[src/dics_pkg.sv]
// Shared types and constants for the discrete inverse-CDF sampler.
// No dependencies; every other file imports this package.
`default_nettype none

package dics_pkg;

    localparam int TABLE_DEPTH = 256;
    localparam int ADDR_BITS   = $clog2(TABLE_DEPTH);
    localparam int COUNT_BITS  = ADDR_BITS + 1;
    localparam int ENERGY_BITS = 24;
    localparam int CUM_BITS    = 24;
    localparam int WEIGHT_BITS = 16;
    localparam int RAND_BITS   = 32;
    localparam int PROD_BITS   = RAND_BITS + CUM_BITS;

    typedef enum logic [1:0] {
        CMD_CLEAR  = 2'd0,
        CMD_APPEND = 2'd1,
        CMD_SAMPLE = 2'd2
    } command_t;

    typedef enum logic [1:0] {
        STAT_OK          = 2'd0,
        STAT_EMPTY       = 2'd1,
        STAT_FULL        = 2'd2,
        STAT_ZERO_ENERGY = 2'd3
    } status_t;

    typedef enum logic [2:0] {
        DP_NONE,
        DP_CLEAR,
        DP_APPEND,
        DP_REPORT,
        DP_INIT,
        DP_MUL,
        DP_STEP,
        DP_FETCH
    } dp_op_t;

    typedef enum logic [1:0] {
        CTL_IDLE,
        CTL_MUL,
        CTL_SEARCH,
        CTL_FETCH
    } ctl_state_t;

    // Controller to datapath
    typedef struct packed {
        dp_op_t  op;
        status_t report_status;
    } dp_cmd_t;

    // Datapath to controller
    typedef struct packed {
        logic table_empty;
        logic table_full;
        logic energy_zero;
        logic search_done;
        logic out_free;
    } dp_flags_t;

endpackage

`default_nettype wire

[src/dics_controller.sv]
// Controller: sequences each command word through the datapath.
// Uses dics_pkg for the state, command and datapath op types.
`default_nettype none

module dics_controller
    import dics_pkg::*;
(
    input  wire logic       clk,
    input  wire logic       rst_n,
    input  wire logic       req_valid,
    input  wire logic [1:0] req_command,
    output logic            req_ready,
    input  wire dp_flags_t  flags,
    output dp_cmd_t         cmd
);

    ctl_state_t state_reg, state_next;

    always_ff @(posedge clk or negedge rst_n)
    begin
        if (!rst_n)
        begin
            state_reg <= CTL_IDLE;
        end
        else
        begin
            state_reg <= state_next;
        end
    end

    always_comb
    begin
        state_next        = state_reg;
        req_ready         = 1'b0;
        cmd.op            = DP_NONE;
        cmd.report_status = STAT_OK;
        case (state_reg)
            CTL_IDLE:
            begin
                req_ready = flags.out_free;
                if (req_valid && flags.out_free)
                begin
                    case (req_command)
                        CMD_CLEAR:
                        begin
                            cmd.op = DP_CLEAR;
                        end
                        CMD_APPEND:
                        begin
                            if (flags.energy_zero)
                            begin
                                cmd.op            = DP_REPORT;
                                cmd.report_status = STAT_ZERO_ENERGY;
                            end
                            else if (flags.table_full)
                            begin
                                cmd.op            = DP_REPORT;
                                cmd.report_status = STAT_FULL;
                            end
                            else
                            begin
                                cmd.op = DP_APPEND;
                            end
                        end
                        CMD_SAMPLE:
                        begin
                            if (flags.table_empty)
                            begin
                                cmd.op            = DP_REPORT;
                                cmd.report_status = STAT_EMPTY;
                            end
                            else
                            begin
                                cmd.op     = DP_INIT;
                                state_next = CTL_MUL;
                            end
                        end
                        default:
                        begin
                            cmd.op = DP_REPORT;
                        end
                    endcase
                end
            end
            CTL_MUL:
            begin
                cmd.op     = DP_MUL;
                state_next = CTL_SEARCH;
            end
            CTL_SEARCH:
            begin
                cmd.op = DP_STEP;
                if (flags.search_done)
                begin
                    state_next = CTL_FETCH;
                end
            end
            CTL_FETCH:
            begin
                cmd.op     = DP_FETCH;
                state_next = CTL_IDLE;
            end
            default:
            begin
                state_next = CTL_IDLE;
            end
        endcase
    end

endmodule

`default_nettype wire

[config.mk]
export PLATFORM = sky130hd
export DESIGN_NAME = dics_controller
export DESIGN_NICKNAME = d
export VERILOG_FILES = /design/src/dics_pkg.sv /design/src/dics_controller.sv
export SDC_FILE = /design/constraint.sdc
export NUM_CORES = 1
export LEC_CHECK = 0
export ABC_AREA = 0
export BUFFER_PORTS_ARGS = -buffer_cell sky130_fd_sc_hd__buf_4
export CAP_MARGIN = 15
export CORE_AREA = 2 2 39 41
export DETAILED_ROUTE_END_ITERATION = 10
export DIE_AREA = 0 0 41 43
export HOLD_SLACK_MARGIN = 0.06
export SYNTH_ARGS = -nofsm -noshare
export SYNTH_HDL_FRONTEND = slang
export SYNTH_SLANG_ARGS = --single-unit
[constraint.sdc]
create_clock -name clk -period 1.4 [get_ports clk]
set_input_delay 0.21 -clock clk [delete_from_list [all_inputs] [get_ports clk]]
set_output_delay 0.21 -clock clk [all_outputs]
set_load 0.02 [all_outputs]
== After elaboration in Yosys (flattened, before gate mapping) ==
Cells that the tools add are included.

* Flip-flop bits (word level): 2

* Reduce and logical (&&, ||, !) cells: 4
* Equality and inequality tests: 9
* Muxes and demuxes: 16

{| class="wikitable"
|+ Operator list
! cell !! count
|-
| $mux W2 || 6
|-
| $pmux W3 S4 || 1
|-
| $mux W5 || 2
|-
| $pmux W3 S3 || 1
|-
| $pmux W2 S4 || 1
|-
| $eq A2 B2 Y1 const B || 3
|-
| $ne A2 B2 Y1 const B || 3
|-
| $eq A2 B1 Y1 const B || 2
|-
| $logic_not A2 Y1 || 2
|-
| $pmux W2 S2 || 1
|-
| $reduce_and A4 Y1 || 1
|-
| $mux W1 || 3
|-
| $mux W3 || 1
|-
| $ne A2 B1 Y1 const B || 1
|-
| $logic_and A1 B1 Y1 || 1
|}

== Depth between registers and ports, before layout ==
Gate-level depths: netlist of run 1.

* Depth in word-level cells: 5
* Gate-level depth with buffers: 5
* Depth with buffers taken out: 5

== Worst setup path before layout of run 1 ==
OpenSTA, ideal clock, no wires.

* Path kind: flip-flop to output port
* From: reg state_reg[0]
* To: out cmd[2] (netlist bit)
* Path buffers: 0
* Data arrival time: 1174 ps
* Path slack: 16 ps
* Required time: 1190 ps
* Cell stages (with the launch flop): 5
* Path through: dfrtp_1 -> inv_1 -> ha_1 -> nand3_1 -> o22ai_1

{| class="wikitable"
|+ RTL lines
! element !! RTL line !! text
|-
| start: declaration || dics_controller.sv:17 || <nowiki>ctl_state_t state_reg, state_next;</nowiki>
|-
| start signal: assignment || dics_controller.sv:27 || <nowiki>state_reg <= state_next;</nowiki>
|-
| end: declaration || dics_controller.sv:14 || <nowiki>output dp_cmd_t cmd</nowiki>
|}

==> results.cfg, run 1 <==
[placement]
io_buffers = 15
place.gp.congestion = 0.712
place_inst = 75
post-dp-hpwl_microns = 663
placed_cell_area_sq_um = 524
dp_slack_ns = -0.124

[yosys]
yosys_register_bits = 2
yosysSeqAreaShare_pct = 14.8
synthCells = 37
ys_warn_count = 0
avgSynthCellArea_sq_um = 9.16
synth_fp_nets = 56
synth.distinct_cells = 20
ys_top_cells_by_area = ha_1 (33%), dfrtp_1 (15%), nand4b_4 (7.0%)
netlist_area_sq_um = 339
yosysTopAreaCellShare_pct = 33.2
synth_top_cell_by_area = ha_1

[timing]
slew_viol_final = 0
fin_setup_tns_ns = -0.420
fmax_mhz = 662
setup_ws_ns = -0.111
worst_slew_pin_slew_ns = 0.275
slew_headroom_pct = 81.7
fin_crit_ns = 1.51
fin_skew_ns = 0.000802
setup_viol = 5
rsz0062_at_grt = yes
hold_viol = 0
fin_crit_sh_pct = 108

[cells_and_area]
syn_to_final_growth_pct = 94.8
fin_cells = 80
diodes = 0
fillers = 135
final_core_util_pct = 47.7
design_area_sq_um = 661
fin_nets = 85
final_layout_size_suffix_gt1_share_pct = 65.6
largest_reg_flops = 2

[clock_network]
cts_num_sinks = 2
clock_latency_ns = 0.22
cts_buffers = 3
clockBufferDepth = 2
root_buffer = clkbuf_4
cts.clk_slew.worst_paths_ns = 0.03
h-tree-depth = 1
cts_tree = done

[setup_path]
crit_end = cmd[2]
cp_data_required_time_ns = 1.19
cp.arrival_ns = 1.30
path_class = reg2out
startpoint_type = register
cp-startpoint = state_reg[1]
r2r_cells = 5
endpoint_kind = output pin
r2r_end = state_reg[1]
rrSetupSlack_ns = 0.03
crit_path_max_fanout = 4
r2r-start = state_reg[1]

[detailed_routing]
post_drt_via_cell_ratio = 4.64
via_count = 371
wl_microns = 865
firstDrtPassIters = 2
antenna_left = 0
wl_per_cell_microns = 10.8
drt_iter0_markers = 2
drc_errors = 0

[floorplanning]
row_count = 14
coreArea_sq_um = 1380
start_util_pct = 24.5
dieArea_sq_um = 1760
dieWidth_microns = 41
top_level_ports = 16
die_h_microns = 43

[global_route]
grt_start_max_net_pins = 6
grt_antenna_before_repair = 0
grt_pass1_vias = 376
gr-total-overflow = 0
grt_pass1_wl_microns = 1390
track_usage_pct = 12.0

[run]
maxCapViolCount = 0

[pwr]
ir_drop_v = 0.000978
p_leak_nw = 0.310
power.density_nw_per_um2 = 1790

[status]
outcome = finished with violations
violations = setup timing

[hold_path]
hold_path.class = in2async
Yosys cell counts, drive strengths merged:
cell type,number
nor2,3
mux2,1
a2bb2oi,1
inv,4
a211o,1
nand4,1
a2111oi,1
nand4b,1
nand3,2
ha,9
o21a,1
a21oi,2
a22oi,1
nor2b,2
dfrtp,2
o22ai,1
and2,1
nor3,1
nand2,2
critical path, stage by stage (launching register included):
cell     delay, ns
dfrtp_2       0.44
inv_4         0.10
ha_4          0.16
nand3_2       0.06
o22ai_2       0.18
buf_6         0.14
cells in the final DEF (no fill, tap or decap), drive strengths merged, types with 2 or more instances in the layout:
| cell | count |
|---|---|
| buf | 23 |
| nor2b | 2 |
| nand2 | 2 |
| nand3 | 2 |
| clkbuf | 3 |
| dfrtp | 2 |
| ha | 9 |
| inv | 4 |
| a21oi | 2 |
| nor2 | 3 |
repair_timing:
| action | in CTS | in global routing |
|---|---|---|
| hold buffers | 1 | 0 |
| setup buffers | 3 | 0 |
| endpoints found under the setup margin | 6 | 6 |
| gates resized for setup | 15 | 6 |
| hold endpoints to repair | 2 | 0 |
| pin swaps | 4 | 4 |
through the flow:
step,total power [W],hold WS (ns)
4_1_cts,0.00110,0.296
2_1_floorplan,0.000512,-0.0856
6_report,0.00118,0.306
3_3_place_gp,0.000780,-0.00739
5_1_grt,0.00129,0.321
3_5_place_dp,0.000788,-0.00668
cell type report:
class / instances / area, sq um / share of cell area, %
clock buffer: 3 / 22.5 / 3.41
inverter: 4 / 17.5 / 2.65
tap: 16 / 20.0 / 3.03
sequential: 2 / 51.3 / 7.77
multi-input combinational: 31 / 359 / 54.4
timing repair buffer: 24 / 190 / 28.8
cells by family (layout without fill, tap and decap cells):
kind of cell / after synthesis / count (layout) / share of synthesized area, %
buffers and inverters: 4 / 31 / 4.43
adders and majority gates: 9 / 9 / 33.2
AOI/OAI and AO/OA: 8 / 8 / 19.9
and+or+nand+nor: 13 / 13 / 24.4
DFF: 2 / 2 / 14.8
muxes: 1 / 1 / 3.32
metal layers:
layer	routed length (microns)	share of wire [%]	vias to the layer above	GRT usage, %
met5	0	0	-	0
met2	496	57	12	20.6
met3	69	8.0	0	3.66
met1	298	34	168	11.3
met4	0	0	0	8.00
li1	-	-	191	-
where the power goes:
group	switching [W]	internal, W	leakage [nW]
Combinational	0.000434	0.000484	0.274
Clock	0.0000317	0.0000945	0.0138
Sequential	0.0000406	0.0000950	0.0224
worst min path at each step:
| stage | start | endpoint | slack (ns) | cells past startpoint |
|---|---|---|---|---|
| after floorplan | rst_n | state_reg[0] | -0.09 | 0 |
| after global placement | rst_n | state_reg[1] | -0.007 | 1 |
| after detailed placement | rst_n | state_reg[1] | -0.007 | 1 |
| after CTS | rst_n | state_reg[0] | 0.30 | 2 |
| after global routing | rst_n | state_reg[0] | 0.32 | 2 |
| final | rst_n | state_reg[1] | 0.31 | 2 |
Power figures use the tool's default switching activity.
==> run 2: changes to the inputs <==
==> constraint.sdc (replaced) <==
create_clock -name clk -period 1.4 [get_ports clk]
set_input_delay 0 -clock clk [delete_from_list [all_inputs] [get_ports clk]]
set_output_delay 0 -clock clk [all_outputs]
set_load 0.02 [all_outputs]
==> results.cfg, run 2 (same netlist as run 1, synthesis figures left out) <==
[clock_network]
h-tree-depth = 1
cts_tree = done
clockBufferDepth = 2
cts_num_sinks = 2
cts.clk_slew.worst_paths_ns = 0.03
clock_latency_ns = 0.22
cts_buffers = 3
root_buffer = clkbuf_4

[placement]
io_buffers = 15
placed_cell_area_sq_um = 479
post-dp-hpwl_microns = 619
place.gp.congestion = 0.619

[timing]
fin_skew_ns = 0.00439
rsz0062_at_grt = yes
slew_headroom_pct = 81.7
slew_viol_final = 0
worst_slew_pin_slew_ns = 0.273
fmax_mhz = 731
fin_setup_tns_ns = 0
setup_viol = 0
fin_crit_ns = 1.37
hold_viol = 0
fin_crit_sh_pct = 97.7

[floorplanning]
start_util_pct = 24.5
dieArea_sq_um = 1760
dieWidth_microns = 41
row_count = 14
top_level_ports = 16
die_h_microns = 43
coreArea_sq_um = 1380

[setup_path]
startpoint_type = register
cp_data_required_time_ns = 1.50
path_class = reg2reg
crit_path_max_fanout = 3
endpoint_kind = register
cp.arrival_ns = 1.47
cpMaxStageDelayCell = dfrtp_1
critical_path_buf_inv_count = 1
crit_chain = inv_2 > ha_2 > nor2b_1 > a21oi_2 > mux2_1
crit_family = flip-flops
max_stage_delay_ns = 0.37

[detailed_routing]
post_drt_via_cell_ratio = 4.55
drt_iter0_markers = 1
antenna_left = 0
firstDrtPassIters = 4
wl_microns = 809
drc_errors = 0
via_count = 337
wl_per_cell_microns = 10.9

[pwr]
power_switching_share_pct = 44.6
p_seq_share_pct = 12.1
power.density_nw_per_um2 = 1800
power.internal_w = 0.000550
pwr-share-clk_pct = 12.7
ir_drop_v = 0.000631
p_leak_nw = 0.271
p_comb_share_pct = 75.2
switchingPower_w = 0.000442

[cells_and_area]
fin_nets = 79
final_layout_size_suffix_gt1_share_pct = 50.0
largest_reg_flops = 2
fillers = 146
diodes = 0
syn_to_final_growth_pct = 62.7
final_core_util_pct = 39.9
design_area_sq_um = 552
multi_input_area_sq_um = 307
final_common_cell = buf_4
final_cell_mix = buf_4 (17), ha_1 (6), nor2_1 (3), clkbuf_4 (3)
seqCellArea_sq_um = 50.0

[global_route]
grt_pass1_vias = 316
grt_start_max_net_pins = 7
gr-total-overflow = 0
grt_pass1_wl_microns = 1170
track_usage_pct = 10.2
grt_antenna_before_repair = 0

[run]
maxCapViolCount = 0

[hold_path]
hold_path.class = in2async

[status]
outcome = complete, no violations
==> run 2: metrics by stage <==
step | setup slack [ns] | total power, W | hold WS (ns) | std cells
2_1_floorplan | 0.0552 | 0.000512 | -0.296 | 37
3_3_place_gp | 0.0780 | 0.000735 | -0.217 | 69
3_5_place_dp | 0.0375 | 0.000746 | -0.217 | 69
4_1_cts | 0.0109 | 0.000886 | 0.0828 | 73
5_1_grt | -0.0166 | 0.00108 | 0.0925 | 74
6_report | 0.0328 | 0.000992 | 0.0872 | 74
==> run 2: power by group through the flow <==
stage | sequential (W) | clock, W | combinational (W)
3_3_place_gp | 0.000112 | 0 | 0.000623
2_1_floorplan | 0.000117 | 0 | 0.000395
5_1_grt | 0.000126 | 0.000140 | 0.000811
6_report | 0.000120 | 0.000126 | 0.000746
4_1_cts | 0.000114 | 0.000134 | 0.000638
3_5_place_dp | 0.000115 | 0 | 0.000631
==> run 2: final cells by class <==
class / count / share of cell area, %
tap: 16 / 3.63
multi-input combinational: 31 / 55.6
inverter: 4 / 2.72
timing repair buffer: 18 / 24.9
clock buffer: 3 / 4.08
sequential: 2 / 9.07
==> run 2: final timing paths <==
check | slack [ns] | startpoint | to | cells past startpoint
setup / recovery | 0.03 | state_reg[0] | state_reg[1] | 5
hold / removal | 0.09 | rst_n | state_reg[1] | 2
setup reg to reg | 0.03 | state_reg[0] | state_reg[1] | 5
hold reg to reg | 0.58 | state_reg[1] | state_reg[1] | 1
max in group asynchronous | 1.22 | rst_n | state_reg[0] | 2
min in group clk | 0.21 | flags[1] | state_reg[1] | 4
==> run 2: what timing repair did <==
item                                   CTS  global route
resized for setup                        1             7
setup endpoints to repair                2             5
pin swaps                                0             0
hold buffers                             1             0
endpoints found under the hold margin    2             0
setup buffers                            0             1
==> run 2: metal layers <==
layer | global-route usage, % | vias to the layer above | share of wire (%)
li1 | - | 177 | -
met1 | 9.00 | 148 | 38
met2 | 16.6 | 12 | 55
met3 | 4.71 | 0 | 7.0
met4 | 8.00 | 0 | 0
met5 | 0 | - | 0
==> run 3: changes to the inputs <==
--- a/constraint.sdc
+++ b/constraint.sdc
@@ -3,2 +3,2 @@
 set_output_delay 0 -clock clk [all_outputs]
-set_load 0.02 [all_outputs]
+set_load 0.05 [all_outputs]
==> results.cfg, run 3 (same netlist as run 1, synthesis figures left out) <==
[clock_network]
cts_num_sinks = 2
root_buffer = clkbuf_4
cts.clk_slew.worst_paths_ns = 0.03
h-tree-depth = 1
clockBufferDepth = 2
cts_buffers = 3
cts_tree = done
clock_latency_ns = 0.22

[timing]
fmax_mhz = 730
fin_skew_ns = 0.0000130
worst_slew_pin_slew_ns = 0.356
fin_crit_ns = 1.37
rsz0062_at_grt = yes
slew_viol_final = 0
fin_crit_sh_pct = 97.9
setup_ws_ns = 0.0292
hold_viol = 0
slew_headroom_pct = 76.3
setup_viol = 0
fin_setup_tns_ns = 0

[floorplanning]
coreArea_sq_um = 1380
row_count = 14
dieWidth_microns = 41
top_level_ports = 16
die_h_microns = 43
start_util_pct = 24.5
dieArea_sq_um = 1760

[hold_path]
hold_path.class = in2async

[placement]
place.gp.congestion = 0.584
post-dp-hpwl_microns = 656
place_inst = 70
dp_slack_ns = 0.0485
placed_cell_area_sq_um = 502
io_buffers = 15

[global_route]
grt_pass1_wl_microns = 1210
track_usage_pct = 10.5
grt_antenna_before_repair = 0
grt_pass1_vias = 339
grt_start_max_net_pins = 7
gr-total-overflow = 0

[status]
outcome = complete, no violations

[detailed_routing]
firstDrtPassIters = 3
antenna_left = 0
drt_iter0_markers = 3
wl_microns = 827
wl_per_cell_microns = 10.9
post_drt_via_cell_ratio = 4.72
via_count = 359
drc_errors = 0

[setup_path]
crit_chain = inv_2 > ha_4 > nand4_1 > nor2b_2 > buf_6
path_class = reg2out
critical_path_buf_inv_count = 2
endpoint_kind = output pin
r2r-start = state_reg[0]
startpoint_type = register
cp_data_required_time_ns = 1.40
cpMaxStageDelayCell = dfrtp_1
crit_path_max_fanout = 4
cp.depth = 5
crit_end = cmd[1]
cp.arrival_ns = 1.37
rrSetupSlack_ns = 0.05
crit_family = flip-flops
cp-startpoint = state_reg[1]
r2r_cells = 5
max_stage_delay_ns = 0.41
r2r_end = state_reg[1]

[cells_and_area]
diodes = 0
syn_to_final_growth_pct = 76.8
final_cell_mix = buf_4 (15), ha_1 (7), buf_6 (4), clkbuf_4 (3)
final_core_util_pct = 43.3
final_layout_size_suffix_gt1_share_pct = 58.3
largest_reg_flops = 2
final_common_cell = buf_4
fin_nets = 81
fin_cells = 76
design_area_sq_um = 599

[pwr]
power.internal_w = 0.000635
ir_drop_v = 0.000776
p_seq_share_pct = 9.5
p_comb_share_pct = 80.8
p_leak_nw = 0.290
pwr-share-clk_pct = 9.8
power_switching_share_pct = 50.2
power.density_nw_per_um2 = 2130
switchingPower_w = 0.000639

[run]
maxCapViolCount = 0
-- run 3: changes by cell type in the layout (fill, tap and decap cells not counted), sizes merged --
cell	before	now
buf	17	19
-- run 3: worst min path at each step --
stage / to / slack (ns) / from
final: state_reg[1] / 0.1 / rst_n
after CTS: state_reg[1] / 0.09 / rst_n
after global routing: state_reg[1] / 0.11 / rst_n
after global placement: state_reg[0] / -0.22 / rst_n
after detailed placement: state_reg[1] / -0.22 / rst_n
after floorplan: state_reg[0] / -0.30 / rst_n
-- run 3: stage by stage --
step	power, W	hold slack [ns]
2_1_floorplan	0.000719	-0.296
3_3_place_gp	0.000962	-0.217
3_5_place_dp	0.000980	-0.217
4_1_cts	0.00123	0.0924
5_1_grt	0.00135	0.112
6_report	0.00127	0.0981
-- run 3: final cells by class --
class	instances	area, sq um
flip-flops and latches	2	50.0
clock buffers	3	22.5
fillers	144	785
well taps	16	20.0
inverters	4	15.0
multi-input cells	31	324
repair buffers	20	168
-- run 3: layer usage --
layer	wire length, microns	up-vias	share of wire (%)	track usage (%)
li1	-	180	-	-
met1	319	167	39	8.68
met2	455	12	55	18.8
met3	53	0	6.4	3.14
met4	0	0	0	8.00
met5	0	-	0	0
-- run 3: power by group through the flow --
| stage | Sequential [W] | Clock [W] | Combinational [W] |
|---|---|---|---|
| floorplan | 0.000117 | 0 | 0.000602 |
| global placement | 0.000113 | 0 | 0.000849 |
| detailed placement | 0.000116 | 0 | 0.000865 |
| CTS | 0.000121 | 0.000134 | 0.000975 |
| global route | 0.000124 | 0.000132 | 0.00110 |
| finish | 0.000121 | 0.000124 | 0.00103 |
-- run 3: what timing repair did --
item,in CTS,in global routing
hold endpoints to repair,2,0
resized for setup,10,2
hold buffers,1,0
pin swaps,0,5
setup buffers,0,2
gates cloned,0,0
endpoints found under the setup margin,4,5
